$ cat src/rtl/core/bpvc_pkg.sv
`timescale 1ns / 1ps

package bpvc_pkg;

  localparam int LENGTH_BITS = 17;
  localparam int MAX_MSTI = 64;
  localparam int FRAME_LEN_W = 17;
  localparam int CLASS_W = 3;
  localparam int BV_W = 3;
  localparam int POS_W = ((LENGTH_BITS > 16) ? LENGTH_BITS : 16) + 2;

  typedef logic [LENGTH_BITS-1:0] len_t;
  typedef logic [POS_W-1:0] pos_t;
  typedef logic [CLASS_W-1:0] class_t;
  typedef logic [BV_W-1:0] bv_t;

  localparam len_t LEN_MAX = {LENGTH_BITS{1'b1}};

  localparam int V1_OFFSET = 35;
  localparam int V3_OFFSET = 36;
  localparam int V3_END = 38;
  localparam int SHORT_LIMIT = 102;
  localparam int SPT_LIMIT = 106;
  localparam int SPT_V4_MIN = 55;
  localparam int CIST_V3_LEN = 64;
  localparam int MSTI_MSG_LEN = 16;
  localparam int SPT_TRAILER = 6;
  localparam int V3_MAX = CIST_V3_LEN + MSTI_MSG_LEN * MAX_MSTI;

  localparam logic [7:0] TYPE_CONFIG = 8'h00;
  localparam logic [7:0] TYPE_RST = 8'h02;
  localparam logic [7:0] TYPE_TCN = 8'h80;

  localparam bv_t BV_RSTP = 3'd2;
  localparam bv_t BV_MSTP = 3'd3;

  localparam class_t CLASS_UNKNOWN = 3'd0;
  localparam class_t CLASS_STP = 3'd1;
  localparam class_t CLASS_TCN = 3'd2;
  localparam class_t CLASS_RST = 3'd3;
  localparam class_t CLASS_MST = 3'd4;
  localparam class_t CLASS_SPT = 3'd5;

  typedef struct packed {
    len_t size;
    logic proto_nonzero;
    logic [7:0] version_id;
    logic [7:0] type_code;
    logic [7:0] v1_length;
    logic [15:0] v3_length;
    logic [15:0] v4_length;
    logic [7:0] selector_byte;
  } frame_t;

endpackage

$ cat src/rtl/core/bpvc_if.sv
`timescale 1ns / 1ps

interface bpvc_octet_if;
  logic valid;
  logic ready;
  logic [7:0] data_byte;
  logic last_byte;
  modport source (output valid, output data_byte, output last_byte, input ready);
  modport sink (input valid, input data_byte, input last_byte, output ready);
endinterface

interface bpvc_result_if;
  logic valid;
  logic ready;
  logic [bpvc_pkg::CLASS_W-1:0] bpdu_class;
  logic [bpvc_pkg::FRAME_LEN_W-1:0] frame_length;
  modport source (output valid, output bpdu_class, output frame_length, input ready);
  modport sink (input valid, input bpdu_class, input frame_length, output ready);
endinterface

interface bpvc_cfg_if;
  logic valid;
  logic ready;
  logic [bpvc_pkg::BV_W-1:0] bridge_protocol_version;
  modport source (output valid, output bridge_protocol_version, input ready);
  modport sink (input valid, input bridge_protocol_version, output ready);
endinterface

$ cat src/rtl/core/bpdu_validation_classifier.sv
`timescale 1ns / 1ps

// Spanning-tree BPDU validation and classification. Octets of one BPDU enter
// on the octet channel at up to one per cycle, starting at the protocol
// identifier, with last_byte set on the final octet. Each octet passes an input
// register and is then captured into the header, length and selector fields;
// on the final octet one result (class and saturated octet count) is loaded
// into the result register when that octet leaves the input register. The
// only back-pressure comes from a result still waiting in the result register
// when the next final octet reaches it; otherwise one octet is taken every
// cycle. The bridge protocol version register resets to 3 (MSTP); write it
// only while no BPDU is in flight.
module bpdu_validation_classifier (
  input  logic                   clk,
  input  logic                   rst,
  bpvc_cfg_if.sink               cfg,
  bpvc_octet_if.sink             octet,
  bpvc_result_if.source          result
);

  bpvc_pkg::bv_t bridge_version;

  logic s1_valid;
  logic [7:0] s1_byte;
  logic s1_last;
  logic s1_go;
  logic out_free;

  bpvc_pkg::len_t byte_count;
  logic proto_nonzero;
  logic [7:0] version_id;
  logic [7:0] type_code;
  logic [7:0] v1_length;
  logic [15:0] v3_length;
  logic [15:0] v4_length;
  logic [7:0] selector_byte;

  bpvc_pkg::frame_t frame_next;
  bpvc_pkg::pos_t idx_pos;
  bpvc_pkg::pos_t v4_pos;
  bpvc_pkg::class_t class_next;

  logic out_valid;
  bpvc_pkg::class_t out_class;
  logic [bpvc_pkg::FRAME_LEN_W-1:0] out_length;

  assign cfg.ready = 1'b1;

  always_ff @(posedge clk) begin
    if (rst) begin
      bridge_version <= bpvc_pkg::BV_MSTP;
    end else if (cfg.valid) begin
      bridge_version <= cfg.bridge_protocol_version;
    end
  end

  assign out_free = !out_valid || result.ready;
  assign s1_go = s1_valid && (!s1_last || out_free);
  assign octet.ready = !s1_valid || s1_go;

  always_ff @(posedge clk) begin
    if (rst) begin
      s1_valid <= 1'b0;
    end else if (octet.valid && octet.ready) begin
      s1_valid <= 1'b1;
    end else if (s1_go) begin
      s1_valid <= 1'b0;
    end
  end

  always_ff @(posedge clk) begin
    if (octet.valid && octet.ready) begin
      s1_byte <= octet.data_byte;
      s1_last <= octet.last_byte;
    end
  end

  // field capture for the octet in the input register
  always_comb begin
    frame_next.size = byte_count;
    frame_next.proto_nonzero = proto_nonzero;
    frame_next.version_id = version_id;
    frame_next.type_code = type_code;
    frame_next.v1_length = v1_length;
    frame_next.v3_length = v3_length;
    frame_next.v4_length = v4_length;
    frame_next.selector_byte = selector_byte;
    idx_pos = bpvc_pkg::pos_t'(byte_count);
    v4_pos = bpvc_pkg::pos_t'(v3_length) + bpvc_pkg::pos_t'(bpvc_pkg::V3_END);
    if (byte_count != bpvc_pkg::LEN_MAX) begin
      frame_next.size = byte_count + bpvc_pkg::len_t'(1);
      if (idx_pos < bpvc_pkg::pos_t'(2)) begin
        if (s1_byte != 8'd0) begin
          frame_next.proto_nonzero = 1'b1;
        end
      end else if (idx_pos == bpvc_pkg::pos_t'(2)) begin
        frame_next.version_id = s1_byte;
      end else if (idx_pos == bpvc_pkg::pos_t'(3)) begin
        frame_next.type_code = s1_byte;
      end else if (idx_pos == bpvc_pkg::pos_t'(bpvc_pkg::V1_OFFSET)) begin
        frame_next.v1_length = s1_byte;
      end else if (idx_pos == bpvc_pkg::pos_t'(bpvc_pkg::V3_OFFSET)) begin
        frame_next.v3_length = {s1_byte, v3_length[7:0]};
      end else if (idx_pos == bpvc_pkg::pos_t'(bpvc_pkg::V3_OFFSET + 1)) begin
        frame_next.v3_length = {v3_length[15:8], s1_byte};
      end else if (idx_pos >= bpvc_pkg::pos_t'(bpvc_pkg::V3_END)) begin
        if (idx_pos == v4_pos) begin
          frame_next.v4_length = {s1_byte, v4_length[7:0]};
        end else if (idx_pos == v4_pos + bpvc_pkg::pos_t'(1)) begin
          frame_next.v4_length = {v4_length[15:8], s1_byte};
        end else if (idx_pos == v4_pos + bpvc_pkg::pos_t'(2)) begin
          frame_next.selector_byte = s1_byte;
        end
      end
    end
  end

  bpvc_class u_class (
    .frame          (frame_next),
    .bridge_version (bridge_version),
    .bpdu_class     (class_next)
  );

  always_ff @(posedge clk) begin
    if (rst) begin
      byte_count <= '0;
      proto_nonzero <= 1'b0;
      version_id <= '0;
      type_code <= '0;
      v1_length <= '0;
      v3_length <= '0;
      v4_length <= '0;
      selector_byte <= '0;
    end else if (s1_go) begin
      if (s1_last) begin
        byte_count <= '0;
        proto_nonzero <= 1'b0;
        version_id <= '0;
        type_code <= '0;
        v1_length <= '0;
        v3_length <= '0;
        v4_length <= '0;
        selector_byte <= '0;
      end else begin
        byte_count <= frame_next.size;
        proto_nonzero <= frame_next.proto_nonzero;
        version_id <= frame_next.version_id;
        type_code <= frame_next.type_code;
        v1_length <= frame_next.v1_length;
        v3_length <= frame_next.v3_length;
        v4_length <= frame_next.v4_length;
        selector_byte <= frame_next.selector_byte;
      end
    end
  end

  always_ff @(posedge clk) begin
    if (rst) begin
      out_valid <= 1'b0;
    end else if (s1_go && s1_last) begin
      out_valid <= 1'b1;
    end else if (result.ready) begin
      out_valid <= 1'b0;
    end
  end

  always_ff @(posedge clk) begin
    if (s1_go && s1_last) begin
      out_class <= class_next;
      out_length <= bpvc_pkg::FRAME_LEN_W'(frame_next.size);
    end
  end

  assign result.valid = out_valid;
  assign result.bpdu_class = out_class;
  assign result.frame_length = out_length;

endmodule

$ cat src/rtl/core/bpvc_class.sv
`timescale 1ns / 1ps

module bpvc_class (
  input  bpvc_pkg::frame_t frame,
  input  bpvc_pkg::bv_t    bridge_version,
  output bpvc_pkg::class_t bpdu_class
);

  logic rst_type;
  logic ver_ge3;
  logic ver_ge4;
  logic ver_eq2;
  logic ver_eq3;
  logic bv_le2;
  logic bv_ge3;
  logic bv_eq3;
  logic bv_gt3;
  logic sz_ge4;
  logic sz_ge35;
  logic sz_ge36;
  logic sz_ge38;
  logic sz_ge102;
  logic sz_ge106;
  logic v1_zero;
  logic v1_nonzero;
  logic v3_int;
  logic v3_ok;
  logic v3_bad;
  logic spt_wf;
  bpvc_pkg::pos_t size_pos;
  bpvc_pkg::pos_t spt_end;

  always_comb begin
    rst_type = (frame.type_code == bpvc_pkg::TYPE_RST);
    ver_ge3 = (frame.version_id >= 8'd3);
    ver_ge4 = (frame.version_id >= 8'd4);
    ver_eq2 = (frame.version_id == 8'd2);
    ver_eq3 = (frame.version_id == 8'd3);
    bv_le2 = (bridge_version <= bpvc_pkg::BV_RSTP);
    bv_ge3 = (bridge_version >= bpvc_pkg::BV_MSTP);
    bv_eq3 = (bridge_version == bpvc_pkg::BV_MSTP);
    bv_gt3 = (bridge_version > bpvc_pkg::BV_MSTP);

    size_pos = bpvc_pkg::pos_t'(frame.size);
    sz_ge4 = (size_pos >= bpvc_pkg::pos_t'(4));
    sz_ge35 = (size_pos >= bpvc_pkg::pos_t'(bpvc_pkg::V1_OFFSET));
    sz_ge36 = (size_pos >= bpvc_pkg::pos_t'(bpvc_pkg::V3_OFFSET));
    sz_ge38 = (size_pos >= bpvc_pkg::pos_t'(bpvc_pkg::V3_END));
    sz_ge102 = (size_pos >= bpvc_pkg::pos_t'(bpvc_pkg::SHORT_LIMIT));
    sz_ge106 = (size_pos >= bpvc_pkg::pos_t'(bpvc_pkg::SPT_LIMIT));

    v1_zero = sz_ge36 && (frame.v1_length == 8'd0);
    v1_nonzero = sz_ge36 && (frame.v1_length != 8'd0);

    // msti count must be whole and within limit
    v3_int = (frame.v3_length >= 16'(bpvc_pkg::CIST_V3_LEN)) &&
             (frame.v3_length[3:0] == 4'd0) &&
             (frame.v3_length <= 16'(bpvc_pkg::V3_MAX));
    v3_ok = sz_ge38 && v3_int;
    v3_bad = sz_ge38 && !v3_int;

    spt_end = bpvc_pkg::pos_t'(frame.v3_length) +
              bpvc_pkg::pos_t'(bpvc_pkg::V3_END + bpvc_pkg::SPT_TRAILER);
    spt_wf = (size_pos >= spt_end) &&
             (frame.v4_length >= 16'(bpvc_pkg::SPT_V4_MIN)) &&
             (frame.selector_byte == 8'd1);

    if (!sz_ge4 || frame.proto_nonzero) begin
      bpdu_class = bpvc_pkg::CLASS_UNKNOWN;
    end else if (frame.type_code == bpvc_pkg::TYPE_CONFIG && sz_ge35) begin
      bpdu_class = bpvc_pkg::CLASS_STP;
    end else if (frame.type_code == bpvc_pkg::TYPE_TCN) begin
      bpdu_class = bpvc_pkg::CLASS_TCN;
    end else if (ver_eq2 && rst_type && sz_ge36) begin
      bpdu_class = bpvc_pkg::CLASS_RST;
    end else if (ver_ge3 && rst_type && sz_ge36 && bv_le2) begin
      bpdu_class = bpvc_pkg::CLASS_RST;
    end else if (ver_ge3 && rst_type && bv_ge3 &&
                 ((sz_ge35 && !sz_ge102) || v1_nonzero || v3_bad)) begin
      bpdu_class = bpvc_pkg::CLASS_RST;
    end else if (((ver_ge3 && bv_eq3) || (ver_eq3 && bv_gt3)) && rst_type &&
                 sz_ge102 && v1_zero && v3_ok) begin
      bpdu_class = bpvc_pkg::CLASS_MST;
    end else if (ver_ge3 && rst_type && bv_gt3 && sz_ge102 && v1_zero && v3_ok &&
                 !spt_wf) begin
      bpdu_class = bpvc_pkg::CLASS_MST;
    end else if (ver_ge4 && rst_type && bv_ge3 && sz_ge106 && v1_zero && v3_ok &&
                 spt_wf) begin
      bpdu_class = bpvc_pkg::CLASS_SPT;
    end else begin
      bpdu_class = bpvc_pkg::CLASS_UNKNOWN;
    end
  end

endmodule

$ cat src/flat_wrapper.sv
// flat-port wrapper written by rule: the top's interface ports become plain ports
module bpdu_validation_classifier_flat 
  (clk, rst, cfg_valid, cfg_bridge_protocol_version, cfg_ready, octet_valid, octet_data_byte, octet_last_byte, octet_ready, result_valid, result_bpdu_class, result_frame_length, result_ready);
  bpvc_cfg_if cfg_i ();
  bpvc_octet_if octet_i ();
  bpvc_result_if result_i ();
  input  logic clk;
  input  logic rst;
  input wire logic [$bits(cfg_i.valid)-1:0] cfg_valid;
  input wire logic [$bits(cfg_i.bridge_protocol_version)-1:0] cfg_bridge_protocol_version;
  output wire logic [$bits(cfg_i.ready)-1:0] cfg_ready;
  input wire logic [$bits(octet_i.valid)-1:0] octet_valid;
  input wire logic [$bits(octet_i.data_byte)-1:0] octet_data_byte;
  input wire logic [$bits(octet_i.last_byte)-1:0] octet_last_byte;
  output wire logic [$bits(octet_i.ready)-1:0] octet_ready;
  output wire logic [$bits(result_i.valid)-1:0] result_valid;
  output wire logic [$bits(result_i.bpdu_class)-1:0] result_bpdu_class;
  output wire logic [$bits(result_i.frame_length)-1:0] result_frame_length;
  input wire logic [$bits(result_i.ready)-1:0] result_ready;
  assign cfg_i.valid = cfg_valid;
  assign cfg_i.bridge_protocol_version = cfg_bridge_protocol_version;
  assign cfg_ready = cfg_i.ready;
  assign octet_i.valid = octet_valid;
  assign octet_i.data_byte = octet_data_byte;
  assign octet_i.last_byte = octet_last_byte;
  assign octet_ready = octet_i.ready;
  assign result_valid = result_i.valid;
  assign result_bpdu_class = result_i.bpdu_class;
  assign result_frame_length = result_i.frame_length;
  assign result_i.ready = result_ready;
  bpdu_validation_classifier u_core (.clk(clk), .rst(rst), .cfg(cfg_i), .octet(octet_i), .result(result_i));
endmodule
$ cat config.mk
export PLATFORM = sky130hd
export DESIGN_NAME = bpdu_validation_classifier_flat
export DESIGN_NICKNAME = d
export VERILOG_FILES = /design/src/rtl/core/bpvc_pkg.sv /design/src/rtl/core/bpvc_if.sv /design/src/rtl/core/bpdu_validation_classifier.sv /design/src/rtl/core/bpvc_class.sv /design/src/flat_wrapper.sv
export SDC_FILE = /design/constraint.sdc
export NUM_CORES = 1
export LEC_CHECK = 0
export BUFFER_PORTS_ARGS = -buffer_cell sky130_fd_sc_hd__buf_2
export CORE_ASPECT_RATIO = 0.75
export CORE_MARGIN = 1.5
export CORE_UTILIZATION = 57
export DETAILED_ROUTE_END_ITERATION = 8
export GPL_TIMING_DRIVEN = 0
export HOLD_SLACK_MARGIN = 0.08
export PLACE_DENSITY = 0.82
export SKIP_CTS_REPAIR_TIMING = 1
export SYNTH_ARGS = -nofsm -noshare
export SYNTH_HDL_FRONTEND = slang
export SYNTH_SLANG_ARGS = --single-unit
export TNS_END_PERCENT = 5
$ cat constraint.sdc
create_clock -name clk -period 4.32 [get_ports clk]
set_clock_uncertainty 0.1 [all_clocks]
set_input_delay 0.432 -clock clk [delete_from_list [all_inputs] [get_ports clk]]
set_output_delay 0.432 -clock clk [all_outputs]
set_load 0.1 [all_outputs]
==> impl_metrics.py <==
metrics = {
    "global_routing": {
        "first_global_vias": 7333,
        "grt_overflow": 0,
        "grtUsageTotal": 0.3468,
        "grt_pass1_wl_um": 40280,
        "antenna_found_initial": 0,
        "grt_max_degree": 23,
    },
    "detailed_routing": {
        "drt_iter0_drc": 1347,
        "ant_nets": 0,
        "vias": 8407,
        "drt-pass1-iter-count": 5,
        "totalWireLength_um": 26590,
        "wire_per_inst_um": 20.82,
        "detail_route.vias_per_cell": 6.583,
        "drcViolationCount": 0,
    },
    "worst_setup_path": {
        "cp-start-kind": "flop",
        "cp.arrival_ns": 4.70,
        "reg2reg_slack_ns": -0.24,
        "cp-end-kind": "flop",
        "crit_type": "reg -> reg",
        "worstPathMaxFanout": 10,
        "crit_path_cell_trace": "clkbuf_4 -> nand2_1 -> nor4b_2 -> buf_4 -> buf_8 -> a21oi_2 -> ha_2 -> o21a_1 -> nor3_4 -> nand2_2 -> or4_4 -> ha_4 -> nand4_1 -> o21ai_2 -> a21oi_4 -> a211o_1 -> a221oi_2",
        "critPathMaxStageDelay_ns": 0.54,
        "crit_path_top_delay_cell": "or4_4",
        "timing.rr.start": "u_core.byte_count[5]",
        "worstRegToRegCells": 17,
        "cp.required_ns": 4.46,
        "r2r_end": "u_core.result.bpdu_class[2]",
    },
    "timing": {
        "rsz0062_at_grt": "yes",
        "period_share": 1.056,
        "timing.final.crit_period_ns": 4.562,
        "setup_ws_ns": -0.2423,
        "worst_pin_slew_ns": 1.270,
        "setup_viol": 2,
        "worst_hold_slack_ns": 0.08449,
        "slew_viol_final": 0,
        "relSlewSlack": 0.1457,
        "hold_viol": 0,
        "clock.fmax_ghz": 0.2192,
    },
    "layout": {
        "syn2layout_area_growth_pct": 18.70,
        "layout-drive-gt1-share": 0.2043,
        "seq_area_um2": 2629,
        "antenna_cells": 0,
        "final_nets": 1112,
        "layout_common_cells": "nor2_1 (143), dfxtp_1 (78), a22oi_1 (64)",
        "fin_area_um2": 9833,
        "fill_cells": 1038,
        "multiInputGateArea_um2": 5461,
        "layout_commonest_cell": "nor2_1",
    },
    "clocking": {
        "path_clk_slew_ns": 0.06,
        "numCtsBuffers": 17,
        "clockRootBuffer": "clkbuf_16",
        "cts_tree": "done",
        "cts.sinks": 116,
        "h-tree-depth": 4,
        "clk-insertion-delay-late_ns": 0.42,
        "cts_buffer_depth": 2,
    },
    "power_and_ir_drop": {
        "ir_worst_vdd_mv": 0.2565,
        "leakagePower_nw": 3.666,
        "power.density_nw_per_um2": 280.1,
    },
    "synthesis": {
        "synthArstFlopShare": 0,
        "ys_warn_count": 0,
        "yosysSeqAreaShare": 0.3154,
        "synth-simple-area-share": 0.2716,
        "yosys.area_share.adder": 0.03927,
        "synth-edff-count": 29,
        "muxShareOfSynthArea": 0.03036,
        "syn_nets": 1030,
        "synth-seq-cells": 116,
        "synth_xor_area_frac": 0.07340,
        "synthCells": 987,
        "synthFlopType": "dfxtp_1",
        "synth_area_per_cell_um2": 8.393,
        "syn_area_um2": 8284,
        "ys_types": 87,
        "synth_top_family_by_area": "simple AND/OR/NAND/NOR gates",
        "synth_compound_area_frac": 0.2172,
    },
    "place": {
        "portBuffers": 37,
        "gp_routability_congestion": 1.000,
        "placed_area_um2": 8721,
        "hpwl_um": 19020,
        "place_ws_ns": -0.9633,
    },
    "floorplan": {
        "io_pins": 40,
        "chipHeight_um": 107.4,
        "core_um2": 13930,
        "rows": 37,
        "die_area_um2": 15270,
        "dieWidth_um": 142.2,
        "initial_core_util": 0.5945,
    },
    "status": {
        "status": "finished with violations",
        "violations": "negative setup slack",
    },
    "worst_hold_path": {
        "holdPathEnd": "u_core.s1_byte[5]",
        "hold_class": "in -> reg",
        "hp-start": "octet_data_byte[5]",
        "holdPathStages": 1,
    },
    "job": {
        "drv_cap": 0,
    },
}
-- worst max path at each step --
stage,from,endpoint,slack [ns],cells past startpoint
5_1_grt,u_core.byte_count[8],u_core.result.bpdu_class[2],-0.42,18
3_5_place_dp,u_core.byte_count[5],u_core.result.bpdu_class[2],-0.96,20
2_1_floorplan,u_core.byte_count[12],u_core.result.bpdu_class[2],0.08,18
6_report,u_core.byte_count[5],u_core.result.bpdu_class[2],-0.24,17
3_3_place_gp,u_core.byte_count[5],u_core.result.bpdu_class[2],-0.89,20
4_1_cts,u_core.byte_count[5],u_core.result.bpdu_class[2],-1.00,20
-- through the flow --
step	cells	power (mW)	setup TNS, ns	utilization
3_3_place_gp	1219	1.289	-1.747	0.6258
5_1_grt	1277	2.802	-0.8939	0.7057
4_1_cts	1251	2.748	-2.220	0.6707
6_report	1277	2.755	-0.4031	0.7057
3_5_place_dp	1219	1.292	-1.988	0.6258
2_1_floorplan	987	1.243	0	-
-- sequential cells by signal, summed over array words and instances, names as in the netlist, 3 cells and up --
| signal | count |
|---|---|
| u_core.v1_length | 8 |
| u_core.s1_byte | 8 |
| u_core.bridge_version | 3 |
| u_core.selector_byte | 8 |
| u_core.result.frame_length | 17 |
| u_core.version_id | 8 |
| u_core.v3_length | 16 |
| u_core.result.bpdu_class | 3 |
| u_core.byte_count | 17 |
| u_core.v4_length | 16 |
| u_core.type_code | 8 |
-- cell usage after synthesis, drive strengths merged, types with 12 or more instances --
| cell | n | area share |
|---|---|---|
| nand3 | 23 | 0.015 |
| inv | 18 | 0.0082 |
| clkbuf | 40 | 0.019 |
| a21oi | 45 | 0.029 |
| nor2b | 19 | 0.014 |
| a22oi | 64 | 0.058 |
| nor2 | 149 | 0.068 |
| xnor2 | 38 | 0.042 |
| buf | 34 | 0.026 |
| xor2 | 28 | 0.031 |
| mux2i | 18 | 0.022 |
| o21ai | 39 | 0.025 |
| dfxtp | 87 | 0.21 |
| nor3 | 26 | 0.018 |
| and3 | 12 | 0.0091 |
| nor4 | 25 | 0.030 |
| nand2 | 67 | 0.031 |
| nand2b | 13 | 0.0098 |
| a31oi | 12 | 0.0091 |
| edfxtp | 29 | 0.11 |
| ha | 26 | 0.039 |
| and2 | 13 | 0.010 |
| nand4 | 20 | 0.016 |
-- critical path, delay by kind of cell, from the launching register on --
kind / cells / cell delay [ns]
simple gates: 6 / 1.52
compound gates: 6 / 1.17
buf+inv: 3 / 0.60
fa+ha+maj: 2 / 0.52
flops: 1 / 0.44
-- routing by layer --
| layer | track usage | part of all wire |
|---|---|---|
| met5 | 0 | 0 |
| met4 | 0.09720 | 0.025 |
| met3 | 0.1041 | 0.14 |
| met2 | 0.4941 | 0.41 |
| met1 | 0.5031 | 0.43 |
-- kinds of logic (layout without fill, tap and decap cells) --
kind of cell / Yosys count / after routing
simple gates: 416 / 416
compound gates: 246 / 246
other cells: 1 / 1
buf+inv: 92 / 187
flops: 116 / 116
mux: 24 / 24
fa+ha+maj: 26 / 26
xor+xnor: 66 / 66
-- final cells by class --
class | instances | share of cell area
flip-flops and latches | 116 | 0.2673
well taps | 195 | 0.02481
clock buffers | 23 | 0.05510
repair buffers | 65 | 0.04046
multi-input cells | 779 | 0.5554
clock inverters | 9 | 0.008525
inverters | 18 | 0.007253
plain buffers | 72 | 0.04110
-- report_power, final --
group | total [mW] | switching, mW | internal (mW)
clock | 1.48 | 0.535 | 0.940
combinational | 0.145 | 0.115 | 0.0304
sequential | 1.13 | 0.0114 | 1.12
Power figures use the tool's default switching activity.
